$ cat config.mk
export PLATFORM = sky130hd
export DESIGN_NAME = hash_message_padder_flat
export DESIGN_NICKNAME = d
export VERILOG_FILES = /design/src/sv/hmp_pkg.sv /design/src/sv/hmp_if.sv /design/src/sv/hmp_buffer.sv /design/src/sv/hmp_word_gen.sv /design/src/sv/hmp_seq.sv /design/src/sv/hash_message_padder.sv /design/src/flat_wrapper.sv
export SDC_FILE = /design/constraint.sdc
export NUM_CORES = 1
export LEC_CHECK = 0
export CORE_MARGIN = 2
export CORE_UTILIZATION = 55
export DETAILED_ROUTE_END_ITERATION = 7
export DONT_BUFFER_PORTS = 1
export MAX_ROUTING_LAYER = met4
export PLACE_DENSITY = 0.7
export SYNTH_ARGS = -nofsm -noshare
export SYNTH_HDL_FRONTEND = slang
export SYNTH_SLANG_ARGS = --single-unit
$ cat constraint.sdc
create_clock -name clk -period 12.8 [get_ports clk]
set_clock_uncertainty 0.1 [all_clocks]
set_input_delay 3.2 -clock clk [delete_from_list [all_inputs] [get_ports clk]]
set_output_delay 3.2 -clock clk [all_outputs]
set_load 0.02 [all_outputs]
$ cat src/sv/hmp_pkg.sv
// ----------------------------------------------------------------------------
// hmp_pkg
// Shared types and constants for the hash message padder.
// ----------------------------------------------------------------------------
package hmp_pkg;

  localparam int FILL_W  = 7;
  localparam int TOTAL_W = 61;
  localparam int WORD_W  = 64;
  localparam int WIDX_W  = 3;

  localparam logic       OP_APPEND = 1'b0;
  localparam logic       OP_FINISH = 1'b1;
  localparam logic [7:0] BYTE_MARK = 8'h80;
  localparam logic [7:0] BYTE_ZERO = 8'h00;

  typedef enum logic [1:0] {
    ST_IDLE,
    ST_READ,
    ST_LOAD
  } state_t;

  typedef enum logic [2:0] {
    J_FLUSH_APP,
    J_FLUSH_FIN,
    J_SPILL,
    J_LAST,
    J_TAIL
  } job_t;

  typedef struct packed {
    logic              en;
    logic [FILL_W-1:0] pos;
    logic [7:0]        data;
  } wr_t;

  typedef struct packed {
    logic              ld;
    logic [WIDX_W-1:0] word;
    logic [FILL_W-1:0] data_lim;
    logic              mark_en;
    logic              len_en;
    logic              fin;
    logic              last;
  } ctl_t;

endpackage

$ cat src/sv/hmp_if.sv
// ----------------------------------------------------------------------------
// hmp_in_if / hmp_out_if
// Valid/ready channels for message items and block words.
// ----------------------------------------------------------------------------
interface hmp_in_if;
  logic       valid;
  logic       ready;
  logic       operation;
  logic [7:0] data_byte;

  modport source (output valid, output operation, output data_byte, input ready);
  modport sink   (input valid, input operation, input data_byte, output ready);
endinterface

interface hmp_out_if;
  logic        valid;
  logic        ready;
  logic [63:0] block_word;
  logic [2:0]  word_index;
  logic        block_end;
  logic        message_end;

  modport source (output valid, output block_word, output word_index,
                  output block_end, output message_end, input ready);
  modport sink   (input valid, input block_word, input word_index,
                  input block_end, input message_end, output ready);
endinterface

$ cat src/sv/hmp_buffer.sv
// ----------------------------------------------------------------------------
// hmp_buffer
// Word-wide block memory. Bytes are merged into the current word and the
// whole word is written back; reads are registered.
// ----------------------------------------------------------------------------
module hmp_buffer import hmp_pkg::*; #(
  parameter int WORDS = 8,
  parameter int AW    = 3
) (
  input  logic              clk,
  input  wr_t               wr,
  input  logic [AW-1:0]     rd_addr,
  output logic [WORD_W-1:0] rd_data
);

  logic [WORD_W-1:0] mem [WORDS];
  logic [WORD_W-1:0] acc_r;
  logic [WORD_W-1:0] acc_nxt;
  logic [WORD_W-1:0] rd_data_r;
  logic [2:0]        lane;

  always_comb begin
    lane    = wr.pos[2:0];
    acc_nxt = (lane == 3'd0) ? '0 : acc_r;
    acc_nxt[{~lane, 3'b000} +: 8] = wr.data;
  end

  always_ff @(posedge clk) begin
    if (wr.en) begin
      mem[wr.pos[AW+2:3]] <= acc_nxt;
      acc_r               <= acc_nxt;
    end
    rd_data_r <= mem[rd_addr];
  end

  assign rd_data = rd_data_r;

endmodule

$ cat src/sv/hmp_word_gen.sv
// ----------------------------------------------------------------------------
// hmp_word_gen
// Builds each output word from buffer data, the end marker and the length
// bytes, and holds it in the output register.
// ----------------------------------------------------------------------------
module hmp_word_gen import hmp_pkg::*; #(
  parameter int BLOCK_BYTES = 64
) (
  input  logic               clk,
  input  logic               rst_n,
  input  ctl_t               ctl,
  input  logic [WORD_W-1:0]  rd_data,
  input  logic [TOTAL_W-1:0] total,
  input  logic               len_le,
  output logic               can_load,
  hmp_out_if.source          out_ch
);

  localparam logic [FILL_W-1:0] BS     = FILL_W'(BLOCK_BYTES);
  localparam logic [FILL_W-1:0] LEN_AT = FILL_W'(BLOCK_BYTES - 8);

  logic                valid_r;
  logic [WORD_W-1:0]   word_r;
  logic [WORD_W-1:0]   word_nxt;
  logic [WIDX_W-1:0]   widx_r;
  logic                bend_r;
  logic                mend_r;
  logic [WORD_W-1:0]   bits;

  assign bits     = {total, 3'b000};
  assign can_load = !valid_r || out_ch.ready;

  always_comb begin
    logic [FILL_W-1:0] idx;
    logic [FILL_W-1:0] li;
    logic [2:0]        sh;
    logic [7:0]        b;
    word_nxt = '0;
    for (int k = 0; k < 8; k++) begin
      idx = FILL_W'({ctl.word, 3'(k)});
      li  = idx - LEN_AT;
      sh  = len_le ? li[2:0] : ~li[2:0];
      if (idx >= BS) begin
        b = BYTE_ZERO;
      end else if (idx < ctl.data_lim) begin
        b = rd_data[WORD_W-1-8*k -: 8];
      end else if (ctl.mark_en && idx == ctl.data_lim) begin
        b = BYTE_MARK;
      end else if (ctl.len_en && idx >= LEN_AT) begin
        b = bits[{sh, 3'b000} +: 8];
      end else begin
        b = BYTE_ZERO;
      end
      word_nxt[WORD_W-1-8*k -: 8] = b;
    end
  end

  always_ff @(posedge clk) begin
    if (!rst_n) begin
      valid_r <= 1'b0;
    end else if (can_load) begin
      valid_r <= ctl.ld;
    end
  end

  always_ff @(posedge clk) begin
    if (can_load && ctl.ld) begin
      word_r <= word_nxt;
      widx_r <= ctl.word;
      bend_r <= ctl.last;
      mend_r <= ctl.last && ctl.fin;
    end
  end

  assign out_ch.valid       = valid_r;
  assign out_ch.block_word  = word_r;
  assign out_ch.word_index  = widx_r;
  assign out_ch.block_end   = bend_r;
  assign out_ch.message_end = mend_r;

endmodule

$ cat src/sv/hmp_seq.sv
// ----------------------------------------------------------------------------
// hmp_seq
// Sequencer: takes message beats, keeps the fill count and byte total, and
// walks the block memory word by word for flushes and padding.
// ----------------------------------------------------------------------------
module hmp_seq import hmp_pkg::*; #(
  parameter int BLOCK_BYTES = 64,
  parameter int WORDS       = 8,
  parameter int AW          = 3
) (
  input  logic               clk,
  input  logic               rst_n,
  hmp_in_if.sink             in_ch,
  input  logic               can_load,
  output wr_t                wr,
  output logic [AW-1:0]      rd_addr,
  output ctl_t               ctl,
  output logic [TOTAL_W-1:0] total
);

  localparam logic [FILL_W-1:0] BS     = FILL_W'(BLOCK_BYTES);
  localparam logic [FILL_W-1:0] LEN_AT = FILL_W'(BLOCK_BYTES - 8);
  localparam logic [AW-1:0]     LAST_W = AW'(WORDS - 1);

  state_t             state_r, state_nxt;
  job_t               job_r, job_nxt;
  logic [AW-1:0]      word_r, word_nxt;
  logic [FILL_W-1:0]  fill_r, fill_nxt;
  logic [TOTAL_W-1:0] total_r, total_nxt;
  logic [7:0]         held_r, held_nxt;
  logic               acc_in;

  assign in_ch.ready = (state_r == ST_IDLE);
  assign acc_in      = in_ch.valid && in_ch.ready;
  assign rd_addr     = word_r;
  assign total       = total_r;

  always_comb begin
    ctl.ld       = (state_r == ST_LOAD);
    ctl.word     = WIDX_W'(word_r);
    ctl.last     = (word_r == LAST_W);
    ctl.mark_en  = (job_r == J_SPILL) || (job_r == J_LAST);
    ctl.len_en   = (job_r == J_LAST) || (job_r == J_TAIL);
    ctl.fin      = ctl.len_en;
    case (job_r)
      J_FLUSH_APP: ctl.data_lim = BS;
      J_FLUSH_FIN: ctl.data_lim = BS;
      J_TAIL:      ctl.data_lim = '0;
      default:     ctl.data_lim = fill_r;
    endcase
  end

  always_comb begin
    state_nxt = state_r;
    job_nxt   = job_r;
    word_nxt  = word_r;
    fill_nxt  = fill_r;
    total_nxt = total_r;
    held_nxt  = held_r;
    wr        = '0;
    case (state_r)
      ST_IDLE: begin
        if (acc_in) begin
          word_nxt = '0;
          if (in_ch.operation == OP_APPEND) begin
            total_nxt = total_r + 1'b1;
            if (fill_r >= BS) begin
              held_nxt  = in_ch.data_byte;
              job_nxt   = J_FLUSH_APP;
              state_nxt = ST_READ;
            end else begin
              wr.en    = 1'b1;
              wr.pos   = fill_r;
              wr.data  = in_ch.data_byte;
              fill_nxt = fill_r + 1'b1;
            end
          end else begin
            state_nxt = ST_READ;
            if (fill_r >= BS) begin
              job_nxt = J_FLUSH_FIN;
            end else if (fill_r >= LEN_AT) begin
              job_nxt = J_SPILL;
            end else begin
              job_nxt = J_LAST;
            end
          end
        end
      end
      ST_READ: begin
        state_nxt = ST_LOAD;
      end
      ST_LOAD: begin
        if (can_load) begin
          if (word_r == LAST_W) begin
            word_nxt = '0;
            case (job_r)
              J_FLUSH_APP: begin
                wr.en     = 1'b1;
                wr.pos    = '0;
                wr.data   = held_r;
                fill_nxt  = FILL_W'(1);
                state_nxt = ST_IDLE;
              end
              J_FLUSH_FIN: begin
                fill_nxt  = '0;
                job_nxt   = J_LAST;
                state_nxt = ST_READ;
              end
              J_SPILL: begin
                job_nxt   = J_TAIL;
                state_nxt = ST_READ;
              end
              default: begin
                fill_nxt  = '0;
                total_nxt = '0;
                state_nxt = ST_IDLE;
              end
            endcase
          end else begin
            word_nxt  = word_r + 1'b1;
            state_nxt = ST_READ;
          end
        end
      end
      default: begin
        state_nxt = ST_IDLE;
      end
    endcase
  end

  always_ff @(posedge clk) begin
    if (!rst_n) begin
      state_r <= ST_IDLE;
      job_r   <= J_LAST;
      word_r  <= '0;
      fill_r  <= '0;
      total_r <= '0;
    end else begin
      state_r <= state_nxt;
      job_r   <= job_nxt;
      word_r  <= word_nxt;
      fill_r  <= fill_nxt;
      total_r <= total_nxt;
    end
  end

  always_ff @(posedge clk) begin
    held_r <= held_nxt;
  end

  a_fill_range: assert property (@(posedge clk) disable iff (!rst_n)
    fill_r <= BS)
    else $error("fill count beyond block size");

  a_final_clears: assert property (@(posedge clk) disable iff (!rst_n)
    ctl.ld && ctl.last && ctl.fin && can_load |=> fill_r == '0 && total_r == '0)
    else $error("message state not cleared after final block");

  a_mark_room: assert property (@(posedge clk) disable iff (!rst_n)
    ctl.ld && ctl.mark_en && ctl.len_en |-> ctl.data_lim < LEN_AT)
    else $error("end marker overlaps length field");

  a_full_append: assert property (@(posedge clk) disable iff (!rst_n)
    acc_in && in_ch.operation == OP_APPEND && fill_r >= BS
    |=> state_r == ST_READ && job_r == J_FLUSH_APP && word_r == '0)
    else $error("full block not flushed before append");

endmodule

$ cat src/sv/hash_message_padder.sv
// ----------------------------------------------------------------------------
// hash_message_padder
// Collects message bytes into blocks, emits each block as 64-bit words and
// appends the end marker, zero fill and bit length on a finish beat.
// ----------------------------------------------------------------------------
//  Channel  Dir  Beat contents
//  in_ch    in   operation, data_byte
//  out_ch   out  block_word, word_index, block_end, message_end
//  cfg_*    in   length byte order, one bit
//
//  An append beat into a block with room is written to the block memory from the idle state.
//  Each emitted word passes through a read state, set by the registered read of the
//  block memory, and then a load state into the output register.
//  A finish beat emits one or two blocks, an append on a full block one.
//  Reset clears the fill count, byte total and byte order, not the block memory.
//  A stalled output holds the word in the output register and pauses the walk.
// ----------------------------------------------------------------------------
module hash_message_padder import hmp_pkg::*; #(
  parameter int BLOCK_BYTES = 64
) (
  input  logic      clk,
  input  logic      rst_n,
  hmp_in_if.sink    in_ch,
  hmp_out_if.source out_ch,
  input  logic      cfg_wr_en,
  input  logic      cfg_wr_data
);

  localparam int WORDS = (BLOCK_BYTES + 7) / 8;
  localparam int AW    = $clog2(WORDS);

  logic               cfg_le_r;
  logic               can_load;
  wr_t                wr;
  ctl_t               ctl;
  logic [AW-1:0]      rd_addr;
  logic [WORD_W-1:0]  rd_data;
  logic [TOTAL_W-1:0] total;

  always_ff @(posedge clk) begin
    if (!rst_n) begin
      cfg_le_r <= 1'b0;
    end else if (cfg_wr_en) begin
      cfg_le_r <= cfg_wr_data;
    end
  end

  hmp_seq #(
    .BLOCK_BYTES (BLOCK_BYTES),
    .WORDS       (WORDS),
    .AW          (AW)
  ) u_seq (
    .clk      (clk),
    .rst_n    (rst_n),
    .in_ch    (in_ch),
    .can_load (can_load),
    .wr       (wr),
    .rd_addr  (rd_addr),
    .ctl      (ctl),
    .total    (total)
  );

  hmp_buffer #(
    .WORDS (WORDS),
    .AW    (AW)
  ) u_buffer (
    .clk     (clk),
    .wr      (wr),
    .rd_addr (rd_addr),
    .rd_data (rd_data)
  );

  hmp_word_gen #(
    .BLOCK_BYTES (BLOCK_BYTES)
  ) u_word_gen (
    .clk      (clk),
    .rst_n    (rst_n),
    .ctl      (ctl),
    .rd_data  (rd_data),
    .total    (total),
    .len_le   (cfg_le_r),
    .can_load (can_load),
    .out_ch   (out_ch)
  );

endmodule
$ cat src/flat_wrapper.sv
// flat-port wrapper written by rule: the top's interface ports become plain ports
module hash_message_padder_flat import hmp_pkg::*;
#(
  parameter int BLOCK_BYTES = 64
)
  (clk, rst_n, cfg_wr_en, cfg_wr_data, in_ch_valid, in_ch_operation, in_ch_data_byte, in_ch_ready, out_ch_valid, out_ch_block_word, out_ch_word_index, out_ch_block_end, out_ch_message_end, out_ch_ready);
  hmp_in_if in_ch_i ();
  hmp_out_if out_ch_i ();
  input  logic clk;
  input  logic rst_n;
  input  logic cfg_wr_en;
  input  logic cfg_wr_data;
  input wire logic [$bits(in_ch_i.valid)-1:0] in_ch_valid;
  input wire logic [$bits(in_ch_i.operation)-1:0] in_ch_operation;
  input wire logic [$bits(in_ch_i.data_byte)-1:0] in_ch_data_byte;
  output wire logic [$bits(in_ch_i.ready)-1:0] in_ch_ready;
  output wire logic [$bits(out_ch_i.valid)-1:0] out_ch_valid;
  output wire logic [$bits(out_ch_i.block_word)-1:0] out_ch_block_word;
  output wire logic [$bits(out_ch_i.word_index)-1:0] out_ch_word_index;
  output wire logic [$bits(out_ch_i.block_end)-1:0] out_ch_block_end;
  output wire logic [$bits(out_ch_i.message_end)-1:0] out_ch_message_end;
  input wire logic [$bits(out_ch_i.ready)-1:0] out_ch_ready;
  assign in_ch_i.valid = in_ch_valid;
  assign in_ch_i.operation = in_ch_operation;
  assign in_ch_i.data_byte = in_ch_data_byte;
  assign in_ch_ready = in_ch_i.ready;
  assign out_ch_valid = out_ch_i.valid;
  assign out_ch_block_word = out_ch_i.block_word;
  assign out_ch_word_index = out_ch_i.word_index;
  assign out_ch_block_end = out_ch_i.block_end;
  assign out_ch_message_end = out_ch_i.message_end;
  assign out_ch_i.ready = out_ch_ready;
  hash_message_padder #(.BLOCK_BYTES(BLOCK_BYTES)) u_core (.clk(clk), .rst_n(rst_n), .in_ch(in_ch_i), .out_ch(out_ch_i), .cfg_wr_en(cfg_wr_en), .cfg_wr_data(cfg_wr_data));
endmodule
## After elaboration in Yosys (flattened, before gate mapping)

Memories as Yosys holds them, arrays and structs flattened. A register that Yosys moved wholly into a read port is not among the register bits.
Index checks and enable logic that the tools add are counted.

- Register bits after elaboration: 219
- Output and inout port bits: 71
- Word-level logic and storage cells: 201
- Memories kept: 1
- Memory bits (writable): 512

- Equal/unequal tests: 24
- Shift operators: 10
- Bitwise logic cells: 10
- Reduce and logical (&&, ||, !) cells: 36
- $add $sub $neg: 12
- Order comparisons: 18
- Muxes and demuxes: 77

Memory list:

| name | depth | bits a word | rd ports | clocked after memory_dff | write ports | RTL line | RTL |
|---|---|---|---|---|---|---|---|
| u_core.u_buffer.mem | 8 | 64 | 1 | 1 | 1 | hmp_buffer.sv:16 | `logic [WORD_W-1:0] mem [WORDS];` |

Operators with widths:

| cell | count |
|---|---|
| 64-bit by 7-bit variable part select with 8-bit output | 8 |
| 61-bit two-way mux | 5 |
| 8-bit two-way mux | 24 |
| 61-bit case mux with 2 select lines | 1 |
| 16-bit two-way mux | 6 |
| 64-bit bitwise mux | 1 |
| 64-bit two-way mux | 1 |
| 8-bit by 8-bit variable shift with 64-bit output (first input constant) | 1 |
| 8-bit by 8-bit variable part select with 64-bit output | 1 |
| 61-bit by 1-bit adder with 61-bit output (second input constant) | 1 |
| 6-bit by 7-bit equality test with 1-bit output | 8 |
| 6-bit by 7-bit less-than comparator with 1-bit output | 8 |
| 6-bit >= comparator (second input constant) | 8 |
| 3-bit two-way mux | 16 |
| 7-bit case mux with 2 select lines | 3 |
| 7-bit two-way mux | 5 |
| 16-bit case mux with 2 select lines | 1 |
| 3-bit inverter | 9 |
| 1-bit logical AND | 19 |
| 3-bit case mux with 2 select lines | 3 |
| 2-bit two-way mux | 6 |
| 6-bit AND reduction | 2 |
| 2-bit != test (second input constant) | 5 |
| 2-bit by 1-bit subtractor with 3-bit output (both inputs constant) | 3 |
| other kinds (28) | 42 |

## Longest topological paths before layout

- Depth in word-level cells: 9
- Gate-level depth with buffers: 12
- Depth with buffers taken out: 11

## Cells and area by module

A second synthesis with hierarchy kept.

- Cell total of the unflattened synthesis: 1902
- Area total of the unflattened synthesis: 32053.2 um^2

Modules (own cells, without submodules):

| module | seq. area each (um^2) | cells each | times used | area an instance (um^2) |
|---|---|---|---|---|
| hmp_buffer | 18577.8 | 1058 | 1 | 23505.0 |
| hmp_seq | 1761.7 | 515 | 1 | 4366.7 |
| hmp_word_gen | 2092.0 | 326 | 1 | 4145.2 |
| hash_message_padder | 20.0 | 3 | 1 | 36.3 |

## Least setup slack after synthesis

OpenSTA, ideal clock, no wires.

- Kind: input to register
- Start point: input port in_ch_operation
- End point: memory u_core.u_buffer.mem[2][0] (enable)
- Data required time: 12.033 ns
- Arrival: 10.430 ns
- Path buffers: 0
- Stages: 3
- Path slack: 1.603 ns
- Cell sequence: nor4_1 -> nand2_1 -> nor4b_1

- Longest elaborated chain between the ends: 5

Ends and longest elaborated chain:

| element | RTL line | RTL |
|---|---|---|
| start, declared | flat_wrapper.sv:14 | `input wire logic [$bits(in_ch_i.operation)-1:0] in_ch_operation;` |
| 16-bit two-way mux (*) | hmp_seq.sv:65 | `if (in_ch.operation == OP_APPEND) begin` |
| 16-bit two-way mux (*) | hmp_seq.sv:63 | `if (acc_in) begin` |
| 16-bit case mux with 2 select lines (*) | hmp_seq.sv:61 | `case (state_r)` |
| 1-bit two-way mux | hmp_buffer.sv:29 | `if (wr.en) begin` |
| 1-bit two-way mux (implied by the code) | hmp_buffer.sv:30 | `mem[wr.pos[AW+2:3]] <= acc_nxt;` |
| end, declared | hmp_buffer.sv:16 |  |

Every way passes the cells marked *; elsewhere a longest branch is shown, timed or not.

## Final worst setup path

- Start point: input port in_ch_operation
- End point: memory u_core.u_buffer.mem[7][7], data pin

- Longest elaborated chain between the ends: 7

Ends and longest elaborated chain:

| element | RTL line | RTL |
|---|---|---|
| 16-bit two-way mux (*) | hmp_seq.sv:65 |  |
| 16-bit two-way mux (*) | hmp_seq.sv:63 |  |
| 16-bit case mux with 2 select lines (*) | hmp_seq.sv:61 |  |
| 3-bit inverter | hmp_buffer.sv:25 | `acc_nxt[{~lane, 3'b000} +: 8] = wr.data;` |
| 6-bit negator with 8-bit output | hmp_buffer.sv:25 |  |
| 8-bit by 8-bit variable part select with 64-bit output / 8-bit by 8-bit variable shift with 64-bit output (equally long branches) | hmp_buffer.sv:25 |  |
| 64-bit bitwise mux (*) | hmp_buffer.sv:25 |  |
| named net u_core.u_buffer.acc_nxt[7] | hmp_buffer.sv:18 | `logic [WORD_W-1:0] acc_nxt;` |

The timed path passes the listed nets; every way through them passes the cells marked *.

==> qor.yml <==
setup_path:
  critical_path.endpoint_type: "flop"
  cp.buffers_inverters: 2
  critPathTopFamily: "simple AND/OR/NAND/NOR gates"
  critical_path.startpoint_type: "input pin"
  cp_slowest_cell: "nor3_2"
  worstPathArrival_ns: 6.38
  r2r_slack_ns: 8.19
  cp_cell_sequence: "nor4_1 > buf_4 > and2_1 > nand2_1 > inv_1 > ha_1 > ha_1 > nor2b_1 > nand2_1 > nor3_2 > nor2_1 > a22o_1"
  worstRegToRegCells: 7
  required_ns: 13.02
  timing_worst_setup_path_type: "in2reg"
  worst-path-max-fanout: 13
  critical_path.max_stage_delay_ns: 0.52
  cp_num_cells: 12
global_route:
  number_of_antenna_violations_at_the_first_check_in_global_routing: 11
  via_count_of_the_first_global_routing_pass: 16586
  grt_first_pass_wirelength_um: 106000
  grt_residual_overflow: 0
  grt_max_degree: 70
  gr-usage-all-layers_pct: 24.8
route:
  initialDrtViolationCount: 2008
  post_dr_vias_cell: 6.32
  count_of_tritonroute_iterations_in_the_first_routing_pass: 5
  route.detailed.wl_per_inst_um: 26.6
  remaining_drc_errors: 0
  drt-total-wl_um: 71900
  final_antenna_net_count: 0
  route.vias.total: 17089
floorplan:
  initial_core_util_pct: 55.3
  placeableCoreArea_sq_um: 57400
  die_x_um: 244
  placementRows: 88
  io_pins: 86
  die_height_um: 244
  die_area_sq_um: 59700
pwr:
  power.ir.vdd_worst_mv: 0.103
  power.total_mw: 5.35
  total_leakage_power_nw: 11.0
  p_per_area_nw_per_um2: 152
clock_network:
  insertion_delay_ns: 0.62
  cts.repair_timing.setup_buffer_count: 0
  cts-buffers-inserted: 78
  cts_htree_levels: 3
  postCtsResizedCells: 0
  clock_tree.root_cell: "clkbuf_16"
  clock_tree_from_tritoncts: "built"
  cts_hold_repair.buffers: 0
  clock_sink_count: 795
  cts_buffer_depth: 3
  clk_pin_slew_worst_paths_ns: 0.06
timing:
  finalHoldViolCount: 0
  setup_viol_count_final: 0
  grt_setup_unrepaired: "no"
  worst_slew_margin_rel_pct: 21.4
  setup_total_negative_slack_ns: 0
  worstMarginPinSlew_ns: 1.18
  maximum_operating_frequency_mhz: 162
  timing.final.crit_share_pct: 48.1
  timing.final.max_slew_violations: 0
  post-route-min-period_ns: 6.16
run:
  cap_violations: 0
logic_synthesis:
  ys_seq_elements: 795
  yosysWarningCount: 0
  netlist-cell-type-count: 66
  synthesis.nets: 1896
  ys_dominant_reg_cell: "edfxtp_1"
  synth_enable_flop_cells: 653
  synth.avg_cell_area_sq_um: 17.0
  top_cell_type_by_total_area_after_synthesis: "edfxtp_1"
  yosysSeqAreaShare_pct: 70.7
  syn_area_sq_um: 31700
  synth_area_leaders: "edfxtp_1 62%, mux4_2 9.1%, dfxtp_1 9.0%, mux2_2 4.4%, mux2i_1 1.8%"
  synth.top_cell.area_share_pct: 61.8
  synthesis.instances: 1865
  async_reset_ff_share_pct: 0
min_path:
  timing.hold.worst.class: "reg2reg"
  whs_path_depth: 2
placement:
  detailedPlacementHpwl_um: 42100
  port-buffer-count: 0
  gp_routability_congestion: 0.869
final_layout:
  final-seq-area_sq_um: 22500
  num-fill-cells: 4034
  syn_to_final_growth_pct: 11.0
  design.final.nets: 1901
  post_route_cells_drive_above_1_share_pct: 22.4
  area_of_combinational_cells_with_multiple_inputs_sq_um: 8850
outcome:
  run_status: "complete, no violations"
==> registers in the layout, indices dropped and copies added, names as in the netlist <==
name,cells
u_core.u_word_gen.out_ch.word_index,3
u_core.u_buffer.acc_r,64
u_core.cfg_le_r,1
u_core.u_word_gen.out_ch.valid,1
u_core.u_seq.fill_r,7
u_core.u_word_gen.out_ch.message_end,1
u_core.u_word_gen.out_ch.block_end,1
u_core.u_word_gen.out_ch.block_word,64
u_core.u_seq.rd_addr,3
u_core.u_buffer.mem,512
u_core.u_seq.total,61
u_core.u_seq.state_r,2
u_core.u_buffer.rd_data,64
u_core.u_seq.job_r,3
u_core.u_seq.held_r,8
==> per-stage QoR <==
step	instance area, sq um	worst slack, ns	hold slack, ns	utilization, %	std cells
2_1_floorplan	31700	1.60	0.361	-	1865
3_3_place_gp	32600	6.25	0.378	56.8	2555
3_5_place_dp	32600	6.13	0.395	56.8	2555
4_1_cts	35200	6.76	0.411	61.4	2701
5_1_grt	35200	6.45	0.421	61.4	2705
6_report	35200	6.64	0.414	61.4	2705
==> cell families (layout without fill, tap and decap cells) <==
group | count (synthesis) | in the layout | share of synthesized area (%)
and+or+nand+nor | 356 | 356 | 5.94
buffers and inverters | 127 | 198 | 1.59
other | 0 | 4 | 0
AOI/OAI and AO/OA | 242 | 242 | 5.28
adders and majority gates | 16 | 16 | 0.631
DFF | 795 | 795 | 70.7
muxes | 309 | 309 | 15.3
xor gates and xnor gates | 20 | 20 | 0.552
==> power by group <==
group | leakage [nW] | internal [mW] | switching, mW
Combinational | 2.62 | 0.0629 | 0.104
Sequential | 7.09 | 2.82 | 0.0286
Clock | 1.30 | 1.37 | 0.971
==> worst paths after layout <==
path	startpoint	to
setup / recovery	in_ch_operation	u_core.u_buffer.mem[7][7]$_DFFE_PP_
hold / removal	u_core.u_seq.total[60]$_SDFFE_PN0P_	u_core.u_seq.total[60]$_SDFFE_PN0P_
setup reg to reg	u_core.u_seq.rd_addr[1]$_SDFFE_PN0P_	u_core.u_buffer.acc_r[33]$_DFFE_PP_
hold reg to reg	u_core.u_seq.total[60]$_SDFFE_PN0P_	u_core.u_seq.total[60]$_SDFFE_PN0P_
==> layout make-up <==
| class | instances | area share, % |
|---|---|---|
| clock inverter | 47 | 1.25 |
| antenna | 4 | 0.0284 |
| clock buffer | 99 | 6.25 |
| inverter | 24 | 0.256 |
| tap | 765 | 2.72 |
| multi-input combinational | 943 | 25.1 |
| timing repair buffer | 28 | 0.597 |
| sequential | 795 | 63.8 |
==> worst register-to-register path, delay by kind of cell (launching register included) <==
| kind | cells | cell delay, ns |
|---|---|---|
| AND/OR/NAND/NOR | 3 | 1.68 |
| adder cells (fa/ha/maj) | 2 | 0.63 |
| flip-flops | 1 | 0.98 |
| buffers and inverters | 2 | 0.80 |
==> synthesized netlist by cell type, types with 5 or more instances <==
cell type	count
a21oi_1	67
a22o_1	64
and2_1	14
and3_1	9
buf_1	12
buf_2	22
clkbuf_1	68
dfxtp_1	142
edfxtp_1	653
ha_1	16
inv_1	24
mux2_2	123
mux2i_1	58
mux4_2	128
nand2_1	52
nand2b_1	5
nand3_1	39
nand4_1	23
nor2_1	99
nor2b_1	16
nor3_1	13
nor4_1	9
o21ai_0	37
o31ai_1	30
or3_1	28
or4_1	22
xnor2_1	8
xor2_1	12
==> metal layers <==
metal	track usage (%)	routed length, um
met1	33.1	29600
met2	38.4	34500
met3	5.00	5880
met4	8.54	1970
met5	-	0
==> placed cells by master (no fill, tap or decap), types with 39 or more instances in the layout <==
cell type | Yosys | routed
a22o_1 | 64 | 64
nand2_1 | 52 | 51
nand3_1 | 39 | 39
mux2_2 | 123 | 123
mux4_2 | 128 | 128
a21oi_1 | 67 | 67
dfxtp_1 | 142 | 138
edfxtp_1 | 653 | 653
nor2_1 | 99 | 97
clkbuf_16 | 0 | 85
mux2i_1 | 58 | 58
Power figures use the tool's default switching activity.
